## src/rtl/core/usqc_pkg.sv

```systemverilog
// shared types, constants and decode functions for the smart quote converter
package usqc_pkg;

  localparam int unsigned CfgDataWidth = 21;
  localparam int unsigned CpWidth = 21;

  // configuration register indexes
  localparam logic CfgGermanMode    = 1'b0;
  localparam logic CfgContextBefore = 1'b1;

  localparam logic [7:0] AsciiDouble = 8'h22;
  localparam logic [7:0] AsciiSingle = 8'h27;

  // first two bytes of every three-byte typographic quote
  localparam logic [7:0] QuoteLead = 8'hE2;
  localparam logic [7:0] QuoteMid  = 8'h80;

  // low six bits of the quote codepoints, with the continuation marker
  localparam logic [7:0] LowDoubleLow9   = 8'h9E;  // U+201E
  localparam logic [7:0] LowDoubleLeft   = 8'h9C;  // U+201C
  localparam logic [7:0] LowDoubleRight  = 8'h9D;  // U+201D
  localparam logic [7:0] LowSingleLow9   = 8'h9A;  // U+201A
  localparam logic [7:0] LowSingleLeft   = 8'h98;  // U+2018
  localparam logic [7:0] LowSingleRight  = 8'h99;  // U+2019

  // tracking of the last emitted character
  typedef struct packed {
    logic [7:0]  lead;
    logic [1:0]  cnt;
    logic [17:0] tail;
    logic [1:0]  skip;
    logic        empty;
  } track_t;

  // one output run: a passed byte, or a quote with its final byte
  typedef struct packed {
    logic       quote;
    logic [7:0] data;
  } run_t;

  function automatic logic [2:0] lead_length(input logic [7:0] b);
    unique casez (b)
      8'b0???????: return 3'd1;
      8'b110?????: return 3'd2;
      8'b1110????: return 3'd3;
      8'b11110???: return 3'd4;
      default:     return 3'd1;
    endcase
  endfunction

  function automatic logic [CpWidth-1:0] previous_codepoint(
    input logic [7:0]  lead,
    input logic [1:0]  cnt,
    input logic [17:0] tail
  );
    logic [2:0]  len;
    logic [2:0]  k1;
    logic [2:0]  n;
    logic [1:0]  sh;
    logic [17:0] pay;
    len = lead_length(lead);
    k1  = {1'b0, cnt} + 3'd1;
    n   = (k1 < len) ? k1 : len;
    sh  = 2'(k1 - n);
    unique case (sh)
      2'd0: pay = tail;
      2'd1: pay = {6'b0, tail[17:6]};
      2'd2: pay = {12'b0, tail[17:12]};
      default: pay = '0;
    endcase
    unique case (n)
      3'd2: return {10'b0, lead[4:0], pay[5:0]};
      3'd3: return {5'b0, lead[3:0], pay[11:0]};
      3'd4: return {lead[2:0], pay};
      default: return {13'b0, lead};
    endcase
  endfunction

  function automatic logic opening_context(input logic [CpWidth-1:0] p);
    return p == 21'h0 || p == 21'h20 || p == 21'h0A || p == 21'h09 ||
           p == 21'h28 || p == 21'h5B || p == 21'h7B || p == 21'h2F ||
           p == 21'h2013 || p == 21'h2014 || p == 21'h201E ||
           p == 21'h201C || p == 21'h201A || p == 21'h2018;
  endfunction

endpackage

```

## src/rtl/core/utf8_smart_quote_converter_top.sv

```systemverilog
// Top level of the UTF-8 smart quote converter. Each request carries one
// byte; a byte passes through as one output byte, and a standalone ASCII
// quote becomes three bytes. A request is registered in the input register,
// decoded combinationally and loaded into the output run register, so passed
// bytes flow at one per cycle while the output is not stalled; a quote holds
// the output run register while its three bytes are sent, and the input
// register takes one more request meanwhile and then holds the input off until
// the last quote byte leaves. Configuration writes take effect at once and
// belong between strings while the block is idle.
module utf8_smart_quote_converter_top (
  input  logic                              clk,
  input  logic                              rst,
  input  logic                              cfg_write,
  input  logic                              cfg_index,
  input  logic [usqc_pkg::CfgDataWidth-1:0] cfg_data,
  input  logic                              in_valid,
  output logic                              in_ready,
  input  logic [7:0]                        data_byte,
  input  logic                              string_start,
  output logic                              out_valid,
  input  logic                              out_ready,
  output logic [7:0]                        out_byte,
  output logic                              last_of_run
);

  logic                         german_mode;
  logic [usqc_pkg::CpWidth-1:0] context_before;

  logic       ib_valid;
  logic [7:0] ib_byte;
  logic       ib_start;

  usqc_pkg::track_t state;
  usqc_pkg::track_t state_next;
  usqc_pkg::run_t   run;
  usqc_pkg::run_t   run_next;
  logic             run_valid;
  logic [1:0]       run_idx;

  logic run_free;
  logic load;

  assign out_valid   = run_valid;
  assign last_of_run = !run.quote || run_idx == 2'd2;
  assign run_free    = !run_valid || (out_ready && last_of_run);
  assign load        = ib_valid && run_free;
  assign in_ready    = !ib_valid || load;

  always_comb begin
    if (!run.quote) begin
      out_byte = run.data;
    end else begin
      unique case (run_idx)
        2'd0:    out_byte = usqc_pkg::QuoteLead;
        2'd1:    out_byte = usqc_pkg::QuoteMid;
        default: out_byte = run.data;
      endcase
    end
  end

  usqc_core u_core (
    .data_byte      (ib_byte),
    .string_start   (ib_start),
    .german_mode    (german_mode),
    .context_before (context_before),
    .state          (state),
    .state_next     (state_next),
    .run_next       (run_next)
  );

  // control state
  always_ff @(posedge clk) begin
    if (rst) begin
      german_mode    <= 1'b0;
      context_before <= '0;
      ib_valid       <= 1'b0;
      run_valid      <= 1'b0;
      run_idx        <= 2'd0;
      state          <= '{lead: 8'h00, cnt: 2'd0, tail: 18'h0, skip: 2'd0, empty: 1'b1};
    end else begin
      if (cfg_write) begin
        unique case (cfg_index)
          usqc_pkg::CfgGermanMode:    german_mode    <= cfg_data[0];
          usqc_pkg::CfgContextBefore: context_before <= cfg_data;
        endcase
      end
      if (in_ready) begin
        ib_valid <= in_valid;
      end
      if (load) begin
        state     <= state_next;
        run_valid <= 1'b1;
        run_idx   <= 2'd0;
      end else if (run_valid && out_ready) begin
        if (last_of_run) begin
          run_valid <= 1'b0;
        end else begin
          run_idx <= run_idx + 2'd1;
        end
      end
    end
  end

  // payload
  always_ff @(posedge clk) begin
    if (in_ready && in_valid) begin
      ib_byte  <= data_byte;
      ib_start <= string_start;
    end
    if (load) begin
      run <= run_next;
    end
  end

endmodule

```

## src/rtl/core/usqc_core.sv

```systemverilog
// per-byte classification, quote selection and character tracking update
module usqc_core (
  input  logic [7:0]                    data_byte,
  input  logic                          string_start,
  input  logic                          german_mode,
  input  logic [usqc_pkg::CpWidth-1:0]  context_before,
  input  usqc_pkg::track_t              state,
  output usqc_pkg::track_t              state_next,
  output usqc_pkg::run_t                run_next
);

  usqc_pkg::track_t             cur;
  logic                         open_ctx;
  logic [usqc_pkg::CpWidth-1:0] prev_cp;

  always_comb begin
    cur = state;
    if (string_start) begin
      cur.skip  = 2'd0;
      cur.empty = 1'b1;
      cur.lead  = 8'h00;
      cur.cnt   = 2'd0;
      cur.tail  = 18'h0;
    end
  end

  assign prev_cp  = cur.empty ? context_before
                              : usqc_pkg::previous_codepoint(cur.lead, cur.cnt, cur.tail);
  assign open_ctx = usqc_pkg::opening_context(prev_cp);

  always_comb begin
    state_next     = cur;
    run_next.quote = 1'b0;
    run_next.data  = data_byte;
    if (cur.skip == 2'd0 &&
        (data_byte == usqc_pkg::AsciiDouble || data_byte == usqc_pkg::AsciiSingle)) begin
      run_next.quote = 1'b1;
      if (data_byte == usqc_pkg::AsciiDouble) begin
        if (open_ctx) begin
          run_next.data = german_mode ? usqc_pkg::LowDoubleLow9 : usqc_pkg::LowDoubleLeft;
        end else begin
          run_next.data = german_mode ? usqc_pkg::LowDoubleLeft : usqc_pkg::LowDoubleRight;
        end
      end else begin
        if (open_ctx) begin
          run_next.data = german_mode ? usqc_pkg::LowSingleLow9 : usqc_pkg::LowSingleLeft;
        end else begin
          run_next.data = usqc_pkg::LowSingleRight;
        end
      end
      // three bytes emitted: lead then two continuation bytes
      state_next.lead  = usqc_pkg::QuoteLead;
      state_next.cnt   = 2'd2;
      state_next.tail  = {12'b0, run_next.data[5:0]};
      state_next.empty = 1'b0;
    end else begin
      if (cur.skip != 2'd0) begin
        state_next.skip = cur.skip - 2'd1;
      end else begin
        state_next.skip = 2'(usqc_pkg::lead_length(data_byte) - 3'd1);
      end
      if (cur.empty || data_byte[7:6] != 2'b10) begin
        state_next.lead  = data_byte;
        state_next.cnt   = 2'd0;
        state_next.tail  = 18'h0;
        state_next.empty = 1'b0;
      end else if (cur.cnt != 2'd3) begin
        state_next.tail = {cur.tail[11:0], data_byte[5:0]};
        state_next.cnt  = cur.cnt + 2'd1;
      end
    end
  end

endmodule

```

## config.mk

```make
export PLATFORM = sky130hd
export DESIGN_NAME = utf8_smart_quote_converter_top
export DESIGN_NICKNAME = d
export VERILOG_FILES = /design/src/rtl/core/usqc_pkg.sv /design/src/rtl/core/utf8_smart_quote_converter_top.sv /design/src/rtl/core/usqc_core.sv
export SDC_FILE = /design/constraint.sdc
export NUM_CORES = 1
export LEC_CHECK = 0
export BUFFER_PORTS_ARGS = -buffer_cell sky130_fd_sc_hd__buf_2
export CORE_MARGIN = 1
export CORE_UTILIZATION = 39
export CTS_CLUSTER_DIAMETER = 150
export DETAILED_ROUTE_END_ITERATION = 10
export REMOVE_ABC_BUFFERS = 1
export SETUP_SLACK_MARGIN = 0.02
export SKIP_LAST_GASP = 1
export SLEW_MARGIN = 20
export SYNTH_ARGS = -nofsm -noshare
export SYNTH_HDL_FRONTEND = slang
export SYNTH_SLANG_ARGS = --single-unit
export TNS_END_PERCENT = 100
```

## constraint.sdc

```tcl
create_clock -name clk -period 8.3 [get_ports clk]
set_input_delay 1.66 -clock clk [delete_from_list [all_inputs] [get_ports clk]]
set_output_delay 1.66 -clock clk [all_outputs]
set_load 0.02 [all_outputs]
```

After elaboration in Yosys (flattened, before gate mapping). Index checks and enable logic that the tools add are counted.

Register bits: 75. Bits in latches: 0. Bits in writable memories: 0. Memory bits (read-only): 0. Bits of input ports: 36. Output and inout bits: 11. Logic and storage cells: 120. Memories: 0.

$add $sub $neg: 6. Multipliers: 0. Divide/modulo/power cells: 0. Order comparisons: 1. Eq/ne operators: 30. Shift operators: 0. Mux-type cells: 29. Bitwise gates (word level): 2. Reduce and logical (&&, ||, !) cells: 38.

Operators by type and width (number): $eq 21x14->1 const B (6); $eq 21x6->1 const B (3); $pmux 21 s3 (1); $pmux 18 s3 (1); $eq 21x4->1 const B (2); $eq 21x7->1 const B (2); $mux 20 (2); $mux 8 (5); $mux 31 (1); $mux 28 (1); $logic_not 21->1 (1); $mux 21 (1); $logic_or 1x1->1 (18); $eq 8x6->1 const B (2); $pmux 8 s2 (1); $mux 2 (6); $eq 5x5->1 const B (2); $eq 3x3->1 const B (3); $mux 9 (1); $pmux 3 s3 (1); $eq 4x4->1 const B (2); $reduce_and 2->1 (4); $eq 3x2->1 const B (2); $logic_not 2->1 (3); 16 further kinds (35).

Longest topological paths before layout.
Depth in word-level cells: 27. Depth in mapped cells: 21. Gate-level depth less buffers: 19.

Cells and area by module. From an unflattened synthesis, not the netlist that was laid out.

Cells, all modules: 572. Area total of the unflattened synthesis: 4788.3 um2.

By module, submodules not included: utf8_smart_quote_converter_top (instances 1, cells an instance 289, area each 3030.4 um2, sequential area each 1681.6 um2); usqc_core (instances 1, cells an instance 283, area each 1757.9 um2, sequential area each 0.0 um2).

Least setup slack after synthesis. Ideal clock, no wire load.

Path kind: register to register. Start: reg ib_start. End: reg state[4] (netlist name). Setup time: 0.079 ns. Arrival: 4.678 ns. Data required time: 8.221 ns. Setup slack: 3.543 ns. Stages on the path, launching flop included: 18. Path buffers: 1. Clock period less this slack: 4.757 ns. Path through: edfxtp_1 -> buf_6 -> clkinv_1 -> nand2_1 -> inv_1 -> ha_1 -> ha_1 -> o21bai_1 -> a221oi_1 -> nor2_1 -> ha_1 -> xnor2_2 -> mux2_4 -> o221a_1 -> or3_1 -> or4_4 -> o221a_1 -> a211oi_2.

Cells in the longest elaborated chain, start to end: 27. Elaborated cells between the ends (all ways): 55. Classes of those cells: add/sub (2); order compare (1); eq/ne (22); mux (12); reduce/logical (18).

RTL lines: from (decl) (line utf8_smart_quote_converter_top.sv:31) `logic ib_start;`; from (signal assigned) (line utf8_smart_quote_converter_top.sv:108) `ib_start <= string_start;`; $mux 31 (*) (line usqc_core.sv:18) `if (string_start) begin`; $eq 5x5->1, or another cell as far along (line usqc_pkg.sv:42) `unique casez (b)`; $pmux 3 s3 (line usqc_pkg.sv:42); $lt 3x3->1 (line usqc_pkg.sv:63) `n = (k1 < len) ? k1 : len;`; $mux 3 (line usqc_pkg.sv:63); $sub 2x2->2 (line usqc_pkg.sv:64) `sh = 2'(k1 - n);`; $eq 2x2->1, or another cell as far along (line usqc_pkg.sv:65) `unique case (sh)`; $pmux 18 s3 (line usqc_pkg.sv:65); [2 not listed]; $eq 21x6->1 or $logic_not 21->1 (tied branches) (line usqc_pkg.sv:80) `return p == 21'h0 || p == 21'h20 || p == 21'h0A || p == 21'h09 ||`; $logic_or 1x1->1 (4 in series) (line usqc_pkg.sv:80); $logic_or 1x1->1 (4 in series) (line usqc_pkg.sv:81) `p == 21'h28 || p == 21'h5B || p == 21'h7B || p == 21'h2F ||`; $logic_or 1x1->1 (3 in series) (line usqc_pkg.sv:82) `p == 21'h2013 || p == 21'h2014 || p == 21'h201E ||`; $logic_or 1x1->1 (2 in series) (line usqc_pkg.sv:83) `p == 21'h201C || p == 21'h201A || p == 21'h2018;`; $mux 8 (on tied branches) (line usqc_core.sv:45, usqc_core.sv:39); $mux 8 (line usqc_core.sv:38) `if (data_byte == usqc_pkg::AsciiDouble) begin`; $mux 28 (*) (line usqc_core.sv:35) `if (cur.skip == 2'd0 &&`.

Every way passes the cells marked *; elsewhere a longest branch is shown, timed or not. A chain may end at the register's enable or synchronous reset.

Worst setup path in the final report.
Start: reg ib_start. End: reg state[3] (netlist name).

Cells in the longest elaborated chain, start to end: 27. Elaborated cells between the ends (all ways): 55. Classes of those cells: add/sub (2); order compare (1); eq/ne (22); mux (12); reduce/logical (18).

RTL lines (line): $mux 31 (*) (usqc_core.sv:18); $eq 5x5->1, or another cell as far along (usqc_pkg.sv:42); $pmux 3 s3 (usqc_pkg.sv:42); $lt 3x3->1 (usqc_pkg.sv:63); $mux 3 (usqc_pkg.sv:63); $sub 2x2->2 (usqc_pkg.sv:64); $eq 2x2->1, or another cell as far along (usqc_pkg.sv:65); $pmux 18 s3 (usqc_pkg.sv:65); [2 not listed]; $eq 21x6->1 or $logic_not 21->1 (tied branches) (usqc_pkg.sv:80); $logic_or 1x1->1 (4 in series) (usqc_pkg.sv:80); $logic_or 1x1->1 (4 in series) (usqc_pkg.sv:81); $logic_or 1x1->1 (3 in series) (usqc_pkg.sv:82); $logic_or 1x1->1 (2 in series) (usqc_pkg.sv:83); $mux 8 (on tied branches) (usqc_core.sv:45, usqc_core.sv:39); $mux 8 (usqc_core.sv:38); $mux 28 (*) (usqc_core.sv:35).

Marks and branches as above.

==> reports/metrics.cfg <==
[floorplan]
rows=37
die_w_microns=104
initial_core_util=0.400
core_area_sq_um=10200
die_h_microns=104
num_io_pins=47
die_area_sq_um=10900

[synthesis]
synth.cell_area_sq_um=4090
synth_seq_area_share=0.411
ys_warn_count=0
async_reset_ff_frac=0
yosysTopAreaCellShare=0.279
synth_top_area_cell=dfxtp_1
synth-edff-count=18
avgSynthCellArea_sq_um=8.50
synth_area_leaders=dfxtp_1, edfxtp_1, nand2_1, a21oi_1, a22o_1
synth-main-ff-cell=dfxtp_1
synth-seq-cells=75
synth_cells=481
ys_types=71

[timing]
fmax_ghz=0.173
setup_tns_ns=0
clock_skew_ns=0.0118
rsz0062_at_grt=no
post-route-period-util=0.698
worst-slew-pin-transition_ns=0.891
finalHoldViolations=0
setup_viol=0
period_needed_ns=5.79
max_slew_margin=0.404
drv_slew=0

[final_layout]
finalNetCount=566
antenna_cells=0
post-route-util=0.451
final_common_cell=nand2_1
mostFrequentLayoutCells=nand2_1, dfxtp_1, buf_2
area_growth_pct=12.8
drive_above_1_share=0.158

[outcome]
status=finished clean

[detailed_routing]
first_pass_iters=5
drc=0
post_drt_wl_per_cell_microns=16.1
vias=3707
final_antenna_net_count=0
vias_per_cell=5.61
routed_wl_mm=10.7
drt_iter0_drc=292

[placed_design]
hpwl_mm=7.77
place_congestion=0.929
io_buffers=46

[cts]
cts_setup_buffers=0
clk_latency_ns=0.37
cts_sinks=75
cts_tree=built
hold_buffers=0
root_buffer=clkbuf_8
ctsHtreeMaxLevel=3
clkTransAtPathRegs_ns=0.09
cts_resized=0
cts_buffers=9
cts_buffer_depth=2

[power]
pwr-share-clk=0.360
power_mw=0.770
leakage_nw=1.77
power_frac_comb=0.112
power.density_nw_per_um2=167
swShare=0.298
pwr-share-seq=0.527
peakVddDrop_uv=80.0
p_sw_mw=0.229
intPower_mw=0.541

[global_routing]
grt-ovfl-total=0
grt_max_degree=40
antenna_found_initial=0
grt_pass1_vias=3440
grt_pass1_wl_mm=17.7
grt_usage=0.204

[critical_path]
timing.rr.end=state[3]
arrival_ns=6.03
reg2reg_from=ib_start
end_kind=register
start_kind=register
critPathKind=reg -> reg
r2r_cells=18
cp_max_fo=22
setup.reg_to_reg.worst_slack_ns=2.51
cp.required_ns=8.54

[run]
drv_cap=0

[worst_hold_path]
hp-class=reg -> reg
holdPathEnd=context_before[15]
whs_path_depth=2
hp-start=context_before[15]

-- final cells by class --
class	instances	area [sq um]
Clock buffer	9	124
Timing Repair Buffer	48	245
Tap cell	136	170
Fill cell	997	5620
Clock inverter	7	66.3
Inverter	15	56.3
Multi-Input combinational cell	371	2270
Sequential cell	75	1680
-- routing by layer --
layer,vias up,part of all wire,global-route usage
met3,12,0.059,0.0420
met2,151,0.46,0.319
met1,1724,0.47,0.282
met5,-,0,0
li1,1820,-,-
met4,0,0.015,0.0561
-- power by group through the flow --
| stage | Clock (mW) | Sequential (mW) | Combinational (mW) |
|---|---|---|---|
| 6_report | 0.278 | 0.406 | 0.0867 |
| 5_1_grt | 0.299 | 0.408 | 0.0966 |
| 4_1_cts | 0.285 | 0.406 | 0.0862 |
| 3_5_place_dp | 0 | 0.414 | 0.0859 |
| 3_3_place_gp | 0 | 0.414 | 0.0852 |
| 2_1_floorplan | 0 | 0.407 | 0.0577 |
-- how the worst max path moves through the flow --
stage                        start        to  slack [ns]  cells after the start
after CTS                 ib_start  state[4]        2.62                     16
after detailed placement  ib_start  state[4]        2.68                     16
final                     ib_start  state[3]        2.51                     18
after global routing      ib_start  state[4]        2.17                     17
after global placement    ib_start  state[4]        2.83                     16
after floorplan           ib_start  state[4]        3.28                     16
-- synthesized netlist by cell type, types with 4 or more instances --
master / count
nor2_1: 37
a211oi_1: 5
nor4_1: 8
and2_1: 10
dfxtp_1: 57
nand2b_1: 10
a21oi_1: 39
o22ai_1: 5
nor3_1: 10
a21boi_0: 4
ha_1: 10
or2_2: 4
mux2i_1: 10
nand2_1: 88
nor2b_1: 8
inv_1: 13
edfxtp_1: 18
clkbuf_1: 16
nand3_1: 14
a31oi_1: 6
o21ai_0: 21
a22o_1: 18
-- cell families after synthesis --
| kind of cell | count (synthesis) | share of synthesized area |
|---|---|---|
| and+or+nand+nor | 207 | 0.245 |
| AOI/OAI and AO/OA | 137 | 0.235 |
| DFF | 75 | 0.411 |
| buffers and inverters | 35 | 0.0340 |
| muxes | 13 | 0.0337 |
| adders and majority gates | 10 | 0.0306 |
| xor gates and xnor gates | 4 | 0.0104 |
-- state kept, by name, summed over array words and instances, names as in the netlist --
name and count:
out_valid 1, state 31, context_before 21, run_idx 2
ib_start 1, german_mode 1, ib_valid 1, run 9
ib_byte 8
-- stage by stage --
step	instances	area (sq um)	hold WS [ns]	worst slack, ns
after floorplan	461	4010	0.425	3.28
after global placement	645	4420	0.438	2.83
after detailed placement	645	4420	0.443	2.68
after CTS	661	4610	0.455	2.62
after global routing	661	4610	0.468	2.17
final	661	4610	0.451	2.51
-- critical path, cell delays in order, from the launching register on --
cell and delay, ns:
edfxtp_1 0.52, clkinv_1 0.31, nand2_1 0.20, inv_1 0.06, ha_1 0.35, ha_1 0.38, o21bai_1 0.20, a221oi_1 0.70
nor2_1 0.10, ha_1 0.79, nand3_1 0.14, a21boi_0 0.22, a211oi_1 0.10, a211oi_1 0.37, a21oi_1 0.12, nor4_1 0.40
o31ai_1 0.17, a2111oi_0 0.46, nor4_1 0.11
(Power assumes the default switching activity.)
